### config.mk
export PLATFORM = sky130hd
export DESIGN_NAME = sorted_alarm_timer_queue
export DESIGN_NICKNAME = d
export VERILOG_FILES = /design/src/hdl/satq_pkg.sv /design/src/hdl/satq_store.sv /design/src/hdl/sorted_alarm_timer_queue.sv
export SDC_FILE = /design/constraint.sdc
export NUM_CORES = 2
export LEC_CHECK = 0
export CAP_MARGIN = 10
export CORE_MARGIN = 2
export CORE_UTILIZATION = 50
export DETAILED_ROUTE_END_ITERATION = 8
export DONT_BUFFER_PORTS = 1
export PLACE_DENSITY_LB_ADDON = 0.15
export REMOVE_ABC_BUFFERS = 1
export SYNTH_ARGS = -nofsm -noshare
export SYNTH_HDL_FRONTEND = slang
export SYNTH_SLANG_ARGS = --single-unit
### constraint.sdc
create_clock -name aclk -period 7.3 [get_ports aclk]
set_input_delay 1.095 -clock aclk [delete_from_list [all_inputs] [get_ports aclk]]
set_output_delay 1.095 -clock aclk [all_outputs]
set_load 0.02 [all_outputs]
### src/hdl/satq_pkg.sv
// Shared types and constants for the sorted alarm timer queue.
// No dependencies; imported by sorted_alarm_timer_queue.
`default_nettype none

package satq_pkg;

    // default sizes
    localparam int QUEUE_DEPTH_DEF = 16;
    localparam int ID_BITS_DEF     = 8;

    // at most this many expiries leave the queue on one tick
    localparam int MAX_RESULTS = 16;

    localparam logic [31:0] MAX_DISTANCE_RESET = 32'd8388608;

    // input item modes
    localparam logic [1:0] MODE_TICK   = 2'd0;
    localparam logic [1:0] MODE_ADD    = 2'd1;
    localparam logic [1:0] MODE_REMOVE = 2'd2;

    // result kinds
    localparam logic KIND_STATUS = 1'b0;
    localparam logic KIND_EXPIRY = 1'b1;

    // status codes
    localparam logic [1:0] STAT_OK       = 2'd0;
    localparam logic [1:0] STAT_DISTANT  = 2'd1;
    localparam logic [1:0] STAT_INACTIVE = 2'd2;
    localparam logic [1:0] STAT_FULL     = 2'd3;

    // sequencer states
    typedef enum logic [4:0] {
        S_IDLE,
        S_T_RD,
        S_T_USE,
        S_T_LAST,
        S_MV_RD,
        S_MV_USE,
        S_A_DIFF,
        S_A_CHK,
        S_R_RD,
        S_R_USE,
        S_P_NEXT,
        S_I_START,
        S_I_RD,
        S_I_USE,
        S_I_WR,
        S_RESP
    } state_t;

endpackage : satq_pkg

`default_nettype wire

### src/hdl/satq_store.sv
// Timer entry store: trigger time and id per slot, one write and one read port.
// Read data is registered. Depends on nothing but its parameters.
`default_nettype none

module satq_store #(
    parameter int DEPTH = 16,
    parameter int IDW   = 8
) (
    input  wire logic                       aclk,
    input  wire logic                       wr_en,
    input  wire logic [$clog2(DEPTH)-1:0]   wr_addr,
    input  wire logic [63:0]                wr_time,
    input  wire logic [IDW-1:0]             wr_id,
    input  wire logic                       rd_en,
    input  wire logic [$clog2(DEPTH)-1:0]   rd_addr,
    output logic      [63:0]                rd_time,
    output logic      [IDW-1:0]             rd_id
);

    logic [63:0]    mem_time [DEPTH];
    logic [IDW-1:0] mem_id   [DEPTH];

    // write port
    always_ff @(posedge aclk) begin
        if (wr_en) begin
            mem_time[wr_addr] <= wr_time;
            mem_id[wr_addr]   <= wr_id;
        end
    end

    // registered read port, holds while not enabled
    always_ff @(posedge aclk) begin
        if (rd_en) begin
            rd_time <= mem_time[rd_addr];
            rd_id   <= mem_id[rd_addr];
        end
    end

endmodule : satq_store

`default_nettype wire

### src/hdl/sorted_alarm_timer_queue.sv
// Sorted alarm timer queue: 64-bit tick time base and a time-ordered timer table.
// Depends on satq_pkg and satq_store.
//
//  channel | dir | handshake                | payload
//  --------+-----+--------------------------+----------------------------------------
//  s_      | in  | s_tvalid / s_tready      | tuser mode, tdata id + due time
//  m_      | out | m_tvalid / m_tready      | tuser kind, tdata status/id/time, tlast
//  cfg_    | in  | cfg_we                   | cfg_wdata = max_distance
//
// One item at a time: each table entry read or moved takes a read step and a use
// step on the entry store (registered read). A tick reads the expired entries,
// emits the final expiry and moves the survivors down to the head; on an empty
// table it only advances the time base. Reset clears time, count and control;
// the entry store needs no clearing. s_tready is high only when the
// sequencer is idle; a stalled m_ side holds the sequencer at the step that emits.
`default_nettype none

module sorted_alarm_timer_queue
    import satq_pkg::*;
#(
    parameter int QUEUE_DEPTH = QUEUE_DEPTH_DEF,
    parameter int ID_BITS     = ID_BITS_DEF
) (
    input  wire logic        aclk,
    input  wire logic        aresetn,
    // input items
    input  wire logic        s_tvalid,
    output logic             s_tready,
    input  wire logic [71:0] s_tdata,   // [7:0] timer_id, [71:8] due_time
    input  wire logic [1:0]  s_tuser,   // [1:0] mode
    // results
    output logic             m_tvalid,
    input  wire logic        m_tready,
    output logic      [79:0] m_tdata,   // [1:0] status, [9:2] expired_id,
                                        // [73:10] time_now, [79:74] zero
    output logic      [0:0]  m_tuser,   // [0] kind
    output logic             m_tlast,
    // configuration
    input  wire logic        cfg_we,
    input  wire logic [31:0] cfg_wdata
);

    localparam int IW  = (QUEUE_DEPTH > 1) ? $clog2(QUEUE_DEPTH) : 1;
    localparam int CW  = $clog2(QUEUE_DEPTH + 1);
    localparam int IDW = ID_BITS;
    localparam int IDX = (ID_BITS > 8) ? ID_BITS : 8;

    state_t state_reg, state_next;
    state_t mv_ret_reg, mv_ret_next;

    logic [63:0]    time_reg, time_next;
    logic [31:0]    maxd_reg;
    logic [CW-1:0]  count_reg, count_next;
    logic [CW-1:0]  idx_reg, idx_next;
    logic [CW-1:0]  k_reg, k_next;
    logic [IDW-1:0] pend_id_reg, pend_id_next;
    logic           pend_v_reg, pend_v_next;
    logic [CW-1:0]  mv_src_reg, mv_src_next;
    logic [CW-1:0]  mv_dst_reg, mv_dst_next;
    logic [CW-1:0]  mv_steps_reg, mv_steps_next;
    logic           mv_dn_reg, mv_dn_next;
    logic           op_add_reg, op_add_next;
    logic [IDW-1:0] id_reg, id_next;
    logic [63:0]    target_reg, target_next;
    logic [63:0]    diff_reg, diff_next;
    logic           gt_reg, gt_next;
    logic [1:0]     status_reg, status_next;

    logic           m_tvalid_reg;
    logic           m_kind_reg;
    logic [1:0]     m_status_reg;
    logic [7:0]     m_id_reg;
    logic [63:0]    m_time_reg;
    logic           m_last_reg;

    // store port signals
    logic           wr_en, rd_en;
    logic [IW-1:0]  wr_addr, rd_addr;
    logic [63:0]    wr_time, rd_time;
    logic [IDW-1:0] wr_id, rd_id;

    // result load
    logic           out_load, out_kind, out_last;
    logic [1:0]     out_status;
    logic [IDW-1:0] out_id;
    logic [IDX-1:0] out_id_wide;

    // shared decode
    logic           s_fire, out_free;
    logic [IDX-1:0] id_in_wide;
    logic [IDW-1:0] id_in;
    logic [CW-1:0]  idx_inc, k_inc;
    logic           more, k_room, t_exp, id_hit, i_le, too_far, tbl_full;
    logic [63:0]    cmp_ref;
    logic [64:0]    sub_w;

    assign s_tready   = (state_reg == S_IDLE);
    assign s_fire     = s_tvalid && s_tready;
    assign out_free   = !m_tvalid_reg || m_tready;
    assign id_in_wide = IDX'(s_tdata[7:0]);
    assign id_in      = id_in_wide[IDW-1:0];
    assign idx_inc    = idx_reg + CW'(1);
    assign k_inc      = k_reg + CW'(1);
    assign more       = idx_inc < count_reg;
    assign k_room     = 32'(k_inc) < MAX_RESULTS;
    // one time comparator: against now on a tick scan, against the target on insert
    assign cmp_ref    = op_add_reg ? target_reg : time_reg;
    assign t_exp      = rd_time <= cmp_ref;
    assign i_le       = t_exp;
    assign id_hit     = rd_id == id_reg;
    assign too_far    = gt_reg && ((diff_reg[63:32] != 32'd0) || (diff_reg[31:0] > maxd_reg));
    assign tbl_full   = count_reg >= CW'(QUEUE_DEPTH);
    assign sub_w      = {1'b0, target_reg} - {1'b0, time_reg};

    satq_store #(
        .DEPTH (QUEUE_DEPTH),
        .IDW   (IDW)
    ) u_store (
        .aclk    (aclk),
        .wr_en   (wr_en),
        .wr_addr (wr_addr),
        .wr_time (wr_time),
        .wr_id   (wr_id),
        .rd_en   (rd_en),
        .rd_addr (rd_addr),
        .rd_time (rd_time),
        .rd_id   (rd_id)
    );

    // next state
    always_comb begin
        state_next = state_reg;
        case (state_reg)
            S_IDLE: begin
                if (s_fire) begin
                    case (s_tuser)
                        MODE_TICK:   state_next = (count_reg == '0) ? S_IDLE : S_T_RD;
                        MODE_ADD:    state_next = S_A_DIFF;
                        MODE_REMOVE: state_next = (count_reg == '0) ? S_RESP : S_R_RD;
                        default:     state_next = S_IDLE;
                    endcase
                end
            end
            S_T_RD:  state_next = S_T_USE;
            S_T_USE: begin
                if (t_exp) begin
                    if (!pend_v_reg || out_free) begin
                        state_next = (more && k_room) ? S_T_RD : S_T_LAST;
                    end
                end else begin
                    state_next = pend_v_reg ? S_T_LAST : S_IDLE;
                end
            end
            S_T_LAST: begin
                if (out_free) begin
                    state_next = (count_reg == k_reg) ? S_IDLE : S_MV_RD;
                end
            end
            S_MV_RD:  state_next = S_MV_USE;
            S_MV_USE: state_next = (mv_steps_reg == CW'(1)) ? mv_ret_reg : S_MV_RD;
            S_A_DIFF: state_next = S_A_CHK;
            S_A_CHK: begin
                if (too_far) begin
                    state_next = S_RESP;
                end else begin
                    state_next = (count_reg == '0) ? S_I_START : S_R_RD;
                end
            end
            S_R_RD:  state_next = S_R_USE;
            S_R_USE: begin
                if (id_hit) begin
                    state_next = (idx_inc == count_reg) ? S_P_NEXT : S_MV_RD;
                end else if (more) begin
                    state_next = S_R_RD;
                end else begin
                    state_next = op_add_reg ? S_I_START : S_RESP;
                end
            end
            S_P_NEXT: state_next = op_add_reg ? S_I_START : S_RESP;
            S_I_START: begin
                if (tbl_full) begin
                    state_next = S_RESP;
                end else begin
                    state_next = (count_reg == '0) ? S_I_WR : S_I_RD;
                end
            end
            S_I_RD:  state_next = S_I_USE;
            S_I_USE: begin
                if (i_le) begin
                    state_next = more ? S_I_RD : S_I_WR;
                end else begin
                    state_next = S_MV_RD;
                end
            end
            S_I_WR:  state_next = S_RESP;
            S_RESP:  state_next = out_free ? S_IDLE : S_RESP;
            default: state_next = S_IDLE;
        endcase
    end

    // datapath, store access and result load
    always_comb begin
        time_next     = time_reg;
        count_next    = count_reg;
        idx_next      = idx_reg;
        k_next        = k_reg;
        pend_id_next  = pend_id_reg;
        pend_v_next   = pend_v_reg;
        mv_src_next   = mv_src_reg;
        mv_dst_next   = mv_dst_reg;
        mv_steps_next = mv_steps_reg;
        mv_dn_next    = mv_dn_reg;
        mv_ret_next   = mv_ret_reg;
        op_add_next   = op_add_reg;
        id_next       = id_reg;
        target_next   = target_reg;
        diff_next     = diff_reg;
        gt_next       = gt_reg;
        status_next   = status_reg;
        rd_en         = 1'b0;
        rd_addr       = idx_reg[IW-1:0];
        wr_en         = 1'b0;
        wr_addr       = mv_dst_reg[IW-1:0];
        wr_time       = rd_time;
        wr_id         = rd_id;
        out_load      = 1'b0;
        out_kind      = KIND_STATUS;
        out_status    = status_reg;
        out_id        = id_reg;
        out_last      = 1'b1;
        case (state_reg)
            S_IDLE: begin
                if (s_fire) begin
                    id_next     = id_in;
                    target_next = s_tdata[71:8];
                    op_add_next = (s_tuser == MODE_ADD);
                    idx_next    = '0;
                    k_next      = '0;
                    pend_v_next = 1'b0;
                    status_next = STAT_OK;
                    if (s_tuser == MODE_TICK) begin
                        time_next = time_reg + 64'd1;
                    end
                    if (s_tuser == MODE_REMOVE && count_reg == '0) begin
                        status_next = STAT_INACTIVE;
                    end
                end
            end
            S_T_RD: begin
                rd_en   = 1'b1;
                rd_addr = idx_reg[IW-1:0];
            end
            // expired head: flush the held expiry (not last), hold this one
            S_T_USE: begin
                if (t_exp && (!pend_v_reg || out_free)) begin
                    out_load     = pend_v_reg;
                    out_kind     = KIND_EXPIRY;
                    out_status   = STAT_OK;
                    out_id       = pend_id_reg;
                    out_last     = 1'b0;
                    pend_id_next = rd_id;
                    pend_v_next  = 1'b1;
                    k_next       = k_inc;
                    idx_next     = idx_inc;
                end
            end
            // final expiry, then slide the survivors down to the head
            S_T_LAST: begin
                if (out_free) begin
                    out_load      = 1'b1;
                    out_kind      = KIND_EXPIRY;
                    out_status    = STAT_OK;
                    out_id        = pend_id_reg;
                    out_last      = 1'b1;
                    count_next    = count_reg - k_reg;
                    mv_src_next   = k_reg;
                    mv_dst_next   = '0;
                    mv_steps_next = count_reg - k_reg;
                    mv_dn_next    = 1'b0;
                    mv_ret_next   = S_IDLE;
                end
            end
            S_MV_RD: begin
                rd_en   = 1'b1;
                rd_addr = mv_src_reg[IW-1:0];
            end
            S_MV_USE: begin
                wr_en         = 1'b1;
                wr_addr       = mv_dst_reg[IW-1:0];
                wr_time       = rd_time;
                wr_id         = rd_id;
                mv_steps_next = mv_steps_reg - CW'(1);
                if (mv_dn_reg) begin
                    mv_src_next = mv_src_reg - CW'(1);
                    mv_dst_next = mv_dst_reg - CW'(1);
                end else begin
                    mv_src_next = mv_src_reg + CW'(1);
                    mv_dst_next = mv_dst_reg + CW'(1);
                end
            end
            // distance of the target from now
            S_A_DIFF: begin
                diff_next = sub_w[63:0];
                gt_next   = !sub_w[64] && (sub_w[63:0] != 64'd0);
            end
            S_A_CHK: begin
                idx_next = '0;
                if (too_far) begin
                    status_next = STAT_DISTANT;
                end
            end
            S_R_RD: begin
                rd_en   = 1'b1;
                rd_addr = idx_reg[IW-1:0];
            end
            // id search; a hit closes the gap above it
            S_R_USE: begin
                if (id_hit) begin
                    count_next    = count_reg - CW'(1);
                    mv_src_next   = idx_inc;
                    mv_dst_next   = idx_reg;
                    mv_steps_next = count_reg - idx_inc;
                    mv_dn_next    = 1'b0;
                    mv_ret_next   = S_P_NEXT;
                    status_next   = STAT_OK;
                end else begin
                    idx_next = idx_inc;
                    if (!more && !op_add_reg) begin
                        status_next = STAT_INACTIVE;
                    end
                end
            end
            S_I_START: begin
                idx_next = '0;
                if (tbl_full) begin
                    status_next = STAT_FULL;
                end
            end
            S_I_RD: begin
                rd_en   = 1'b1;
                rd_addr = idx_reg[IW-1:0];
            end
            // insert point is after all entries with time at or before target
            S_I_USE: begin
                if (i_le) begin
                    idx_next = idx_inc;
                end else begin
                    mv_src_next   = count_reg - CW'(1);
                    mv_dst_next   = count_reg;
                    mv_steps_next = count_reg - idx_reg;
                    mv_dn_next    = 1'b1;
                    mv_ret_next   = S_I_WR;
                end
            end
            S_I_WR: begin
                wr_en       = 1'b1;
                wr_addr     = idx_reg[IW-1:0];
                wr_time     = target_reg;
                wr_id       = id_reg;
                count_next  = count_reg + CW'(1);
                status_next = STAT_OK;
            end
            S_RESP: begin
                out_load = out_free;
            end
            default: begin
                out_load = 1'b0;
            end
        endcase
    end

    // control registers
    always_ff @(posedge aclk) begin
        if (!aresetn) begin
            state_reg  <= S_IDLE;
            time_reg   <= 64'd0;
            count_reg  <= '0;
            maxd_reg   <= MAX_DISTANCE_RESET;
            pend_v_reg <= 1'b0;
            k_reg      <= '0;
        end else begin
            state_reg  <= state_next;
            time_reg   <= time_next;
            count_reg  <= count_next;
            pend_v_reg <= pend_v_next;
            k_reg      <= k_next;
            if (cfg_we) begin
                maxd_reg <= cfg_wdata;
            end
        end
    end

    // work registers
    always_ff @(posedge aclk) begin
        idx_reg      <= idx_next;
        pend_id_reg  <= pend_id_next;
        mv_src_reg   <= mv_src_next;
        mv_dst_reg   <= mv_dst_next;
        mv_steps_reg <= mv_steps_next;
        mv_dn_reg    <= mv_dn_next;
        mv_ret_reg   <= mv_ret_next;
        op_add_reg   <= op_add_next;
        id_reg       <= id_next;
        target_reg   <= target_next;
        diff_reg     <= diff_next;
        gt_reg       <= gt_next;
        status_reg   <= status_next;
    end

    // output register
    assign out_id_wide = IDX'(out_id);

    always_ff @(posedge aclk) begin
        if (!aresetn) begin
            m_tvalid_reg <= 1'b0;
        end else if (out_load) begin
            m_tvalid_reg <= 1'b1;
        end else if (m_tready) begin
            m_tvalid_reg <= 1'b0;
        end
    end

    always_ff @(posedge aclk) begin
        if (out_load) begin
            m_kind_reg   <= out_kind;
            m_status_reg <= out_status;
            m_id_reg     <= out_id_wide[7:0];
            m_time_reg   <= time_reg;
            m_last_reg   <= out_last;
        end
    end

    assign m_tvalid   = m_tvalid_reg;
    assign m_tdata    = {6'd0, m_time_reg, m_id_reg, m_status_reg};
    assign m_tuser[0] = m_kind_reg;
    assign m_tlast    = m_last_reg;

    // checks
    a_count_bound: assert property (@(posedge aclk) disable iff (!aresetn)
        count_reg <= CW'(QUEUE_DEPTH))
        else $error("entry count above table depth");

    a_expiry_bound: assert property (@(posedge aclk) disable iff (!aresetn)
        32'(k_reg) <= MAX_RESULTS)
        else $error("too many expiries on one tick");

    a_time_hold: assert property (@(posedge aclk) disable iff (!aresetn)
        !(s_fire && s_tuser == MODE_TICK) |=> $stable(time_reg))
        else $error("time base moved without a tick");

    a_empty_tick: assert property (@(posedge aclk) disable iff (!aresetn)
        (s_fire && s_tuser == MODE_TICK && count_reg == '0) |=> state_reg == S_IDLE)
        else $error("tick on empty table did not return to idle");

    a_resp_last: assert property (@(posedge aclk) disable iff (!aresetn)
        (state_reg == S_RESP && out_free) |=> (m_tvalid && m_tlast && !m_tuser[0]))
        else $error("status answer not presented as last status item");

endmodule : sorted_alarm_timer_queue

`default_nettype wire
; After elaboration in Yosys (flattened, before gate mapping)
; Memories as Yosys holds them, arrays and structs flattened. A register that Yosys moved wholly into a read port is not among the register bits.
; Index checks and enable logic that the tools add are counted.
[word_totals]
ff_bits = 363
ramBits = 1152
in_bits = 111
output_inout_bits = 84
elab_cells = 204
memories = 2
[memory_table]
columns = name, words, width, rd, rd_clocked_by_memory_dff, write_ports, line_no
row1 = u_store.mem_time, 16, 64, 1, 1, 1, satq_store.sv:20  ; logic [63:0] mem_time [DEPTH];
row2 = u_store.mem_id, 16, 8, 1, 1, 1, satq_store.sv:21  ; logic [IDW-1:0] mem_id [DEPTH];
[classes]
add_sub_neg = 14
order_cmp = 5
n_eq_ne = 32
n_mux = 86
reduce_logical = 40
[ops]
columns = operator, n
row1 = $mux 64, 2
row2 = $mux 5, 24
row3 = $pmux 5 s16, 1
row4 = $sub 64x64->65, 1
row5 = $add 64x1->64 const B, 1
row6 = $le 64x64->1, 1
row7 = $reduce_bool 64->1, 1
row8 = $pmux 5 s4, 3
row9 = $eq 5x4->1 const B, 8
row10 = $gt 32x32->1, 1
row11 = $reduce_bool 32->1, 1
row12 = $pmux 5 s3, 2
row13 = $mux 2, 14
row14 = $add 5x1->5 const B, 5
row15 = $pmux 5 s5, 1
row16 = $mux 4, 6
row17 = $mux 8, 3
row18 = $eq 5x3->1 const B, 4
row19 = $sub 5x1->5 const B, 4
row20 = $mux 1, 16
row21 = $ne 2x2->1 const B, 8
row22 = $pmux 8 s2, 1
row23 = $mux 3, 5
row24 = $sub 5x5->5, 3
row25 = 32 further kinds, 61

; Logic depth before layout (Yosys ltp)
[logic_depth]
depth_word = 7
ltp_mapped = 17
depth_no_buf = 14

; By module
; Synthesis repeated with hierarchy kept, for this count alone.
[hier_totals]
hier_cells = 4299
hier_area_um2 = 68240.4
[modules_own_cells]
columns = mod, n_inst, cells_per_inst, area_per_inst_um2, seq_area_each_um2
row1 = satq_store, 1, 1850, 45272.2, 36755.3
row2 = sorted_alarm_timer_queue, 1, 2449, 22968.3, 9569.2

; Worst setup path after synthesis
; No wires, ideal clock.
[synth_timing]
path_kind = flip-flop to flip-flop
from = reg state_reg[3]
to = reg u_store.rd_id[0] (read register of u_store.mem_id), enable pin
setup_ps = 591
arrival_ps = 5627
required_time_ps = 6709
setup_slack_ps = 1082
path_stages_with_launch = 5
path_buffers = 1
synth_period_minus_slack_ps = 6218
path_cell_list = dfxtp_1 > clkbuf_1 > nor2_1 > nor2_1 > nor3_1
[synth_between]
elab_chain_cells = 3
word_cells_on_any_way = 7
classes_between = eq/ne: 4 / mux: 2 / reduce/logical: 1
[synth_rtl]
columns = item, line_no
row1 = from (decl), sorted_alarm_timer_queue.sv:48  ; state_t state_reg, state_next;
row2 = from (signal assigned), sorted_alarm_timer_queue.sv:382  ; state_reg <= state_next;
row3 = $eq 5x3->1 (tied with other cells), sorted_alarm_timer_queue.sv:231  ; case (state_reg)
row4 = $reduce_or 4->1 (no line) (*), n/a
row5 = $mux 1 (*), sorted_alarm_timer_queue.sv:231
row6 = via rd_en, sorted_alarm_timer_queue.sv:77  ; logic wr_en, rd_en;
row7 = to (decl), satq_store.sv:17  ; output logic [IDW-1:0] rd_id
; Mark *: on every way through the listed nets, which the timed path passes. The rest lies on a longest branch.
; A chain may end at the register's enable or synchronous reset.

; Worst setup path after layout
[layout_timing]
from = reg op_add_reg
to = reg m_time_reg[41], enable pin
[layout_between]
elab_chain_cells = 5
[layout_rtl]
columns = item, line_no
row1 = from (decl), sorted_alarm_timer_queue.sv:62  ; logic op_add_reg, op_add_next;
row2 = from (signal assigned), sorted_alarm_timer_queue.sv:402  ; op_add_reg <= op_add_next;
row3 = $mux 64, sorted_alarm_timer_queue.sv:107  ; assign cmp_ref = op_add_reg ? target_reg : time_reg;
row4 = $le 64x64->1, sorted_alarm_timer_queue.sv:108  ; assign t_exp = rd_time <= cmp_ref;
row5 = $logic_and 1x1->1, sorted_alarm_timer_queue.sv:255  ; if (t_exp && (!pend_v_reg || out_free)) begin
row6 = $mux 1, sorted_alarm_timer_queue.sv:255
row7 = $pmux 1 s3, sorted_alarm_timer_queue.sv:231
row8 = via out_load, sorted_alarm_timer_queue.sv:83  ; logic out_load, out_kind, out_last;
row9 = to (signal assigned), sorted_alarm_timer_queue.sv:428  ; m_time_reg <= time_reg;
row10 = to (decl), sorted_alarm_timer_queue.sv:73  ; logic [63:0] m_time_reg;
; The timed path passes the listed nets, and every way through them passes these cells.

==> metrics.csv <==
metric,value,unit
status,finished clean,
drt_first_iter_violations,4210,
synth-main-ff-cell,edfxtp_1,
viasPerCell,6.22,
cts.repair.resized,0,
postCtsSetupRepairBufs,0,
hold_path_depth,0,
dr.pass1.iters,8,
rows,136,
p_leak,25.4,nW
area_growth,11.1,%
ios,195,
ys_seq_area_share,67.2,%
ir_worst_vdd,0.437,mV
core_area,137000,um2
antenna_found_initial,9,
drt-total-wl,188000,um
yosys_warnings,0,
fp.dieW,375,um
clkTransAtPathRegs,60,ps
start_util,50.3,%
drive_above_1_share,14.1,%
synth_edf_count,1468,
hold_buffers,0,
power.total,0.0304,W
fill_cells,10900,
antenna_left,0,
synth_area,69000,um2
cts_buffer_depth,3,
synth_top_area_share,63.9,%
die_y,375,um
syn_inst,4530,
hold_path_class,in2reg,
ys_seq_elements,1580,
rsz0062_at_grt,no,
critical_path_class,reg2reg,
dieArea,141000,um2
reg2regPathDepth,16,
reg.largest.list,"u_store.mem_time: 1024 flops, u_store.mem_id: 128 flops",
overflow,0,
cp.arrival,6110,ps
crit_required,7770,ps
place_inst,6170,
hpwl,114000,um
grt_pass1_vias,39500,
skew,70.0,ps
insertion_delay,840,ps
setup_viol,0,
io_buffers,0,
grt_first_pass_wirelength,275000,um
largest_reg_flops,1024,
max-slew-margin-rel,18.9,%
maxCapViolCount,0,
worstMarginPinSlew,1220,ps
nets,4842,
fin_crit_sh,77.2,%
fin_hold_ws,351,ps
cp-end-kind,flop,
r2r_slack,1660,ps
cts_max_level,4,
gp_congestion,0.914,
layout_common_cells,"1468 x edfxtp_1, 505 x nand2_1, 288 x mux4_2",
power.density,397,nW/um2
slew_violations,0,
stdcell_count,6482,
synthTopCellsByArea,"edfxtp_1 64%, mux4_2 9.4%, ha_1 3.3%",
crit_chain,buf_12 > buf_4 > mux2i_1 > ha_1 > a21o_1 > a21o_1 > a21oi_1 > o21ai_0 > a21o_1 > a221oi_1 > o221a_2 > or2_2 > a21oi_1 > o31ai_1 > and3_4 > buf_4,
async_flop_share,0,%
grt_max_degree,145,
crit_path_start_kind,flop,
hold_viol_final,0,
crit_top_cell,a21o_1,
cp_max_fo,55,
largest_register,u_store.mem_time,
final_common_cell,edfxtp_1,
slowest_delay,890,ps
cts-root-buf,clkbuf_16,
synth_area_leader_cell,edfxtp_1,
cts_tree,yes,
max_freq,0.177,GHz
via_count,40300,
fin_tns_setup,0,ps
drcViolationCount,0,
grtUsageTotal,26.8,%
cts_buffers,163,
fin_crit,5640,ps
syn_area_per_cell,15.2,um2
synth.distinct_cells,97,
critPathSlowestCell,and3_4,
avgRoutedWirePerCell,29.1,um
cts_sinks,1580,
[through the flow]
stage	utilization (%)	setup slack (ps)	cell area, um2
2_1_floorplan	-	-23070	68100
3_3_place_gp	52.1	1830	71400
3_5_place_dp	52.1	1710	71400
4_1_cts	55.9	1660	76600
5_1_grt	55.9	1450	76600
6_report	55.9	1660	76700
[logic make-up (layout without fill, tap and decap cells)]
family                   Yosys count  after routing  share of synthesized area [%]
flip-flops                      1580           1580                           67.2
AND/OR/NAND/NOR                 1164           1164                           7.83
AO/OA/AOI/OAI                    669            669                           6.45
multiplexers                     405            405                           11.1
buffers and inverters            385            531                           2.19
adder cells (fa/ha/maj)          190            190                           3.51
XOR/XNOR                         136            136                           1.73
other                              1             13                        0.00544
[worst max-delay path: cells and delay by family, from the launching register on]
| kind | cells | cell delay, ps |
|---|---|---|
| simple gates | 2 | 1140 |
| buf+inv | 3 | 1120 |
| compound gates | 9 | 1680 |
| mux | 1 | 240 |
| fa+ha+maj | 1 | 280 |
| flops | 1 | 670 |
[power by group]
part / total (W) / internal, W / switching [W]
registers: 0.0127 / 0.0119 / 0.000798
logic: 0.00973 / 0.00374 / 0.00600
clock network: 0.00805 / 0.00440 / 0.00364
total: 0.0304 / 0.0200 / 0.0104
[per-layer routing]
metal,vias to the layer above,GRT usage (%),part of all wire (%)
met5,-,0,0.0069
met3,229,5.43,8.2
met4,2,5.63,1.6
met2,1554,42.0,47
met1,20900,39.3,44
li1,17600,-,-
[area by class of cell]
cell class,count,area [um2],area share [%]
diodes,7,17.5,0.0229
inverters,160,606,0.790
clock inverters,96,917,1.20
multi-input cells,2570,21400,27.9
repair buffers,66,858,1.12
well taps,1794,2240,2.93
flip-flops and latches,1580,46300,60.4
clock buffers,209,4310,5.63
[final timing paths]
path / from / endpoint
worst max-delay path: op_add_reg / m_time_reg[41]
worst min-delay path: s_tdata[3] / id_reg[3]
worst max register to register: op_add_reg / m_time_reg[41]
worst min register to register: maxd_reg[6] / maxd_reg[6]
[synthesized netlist by cell type (all sizes together), types with 23 or more instances]
cell type	n
o21a	23
a21oi	155
nor2	247
mux4	288
nand3	47
buf	59
nand2	506
mux2i	106
o21ai	96
edfxtp	1468
a21o	75
nand4	77
and3	26
xor2	38
a31oi	92
xnor2	98
clkbuf	166
inv	158
ha	184
nor4	30
a211oi	88
and2	84
nor3	61
dfxtp	112
(Power assumes the default switching activity.)
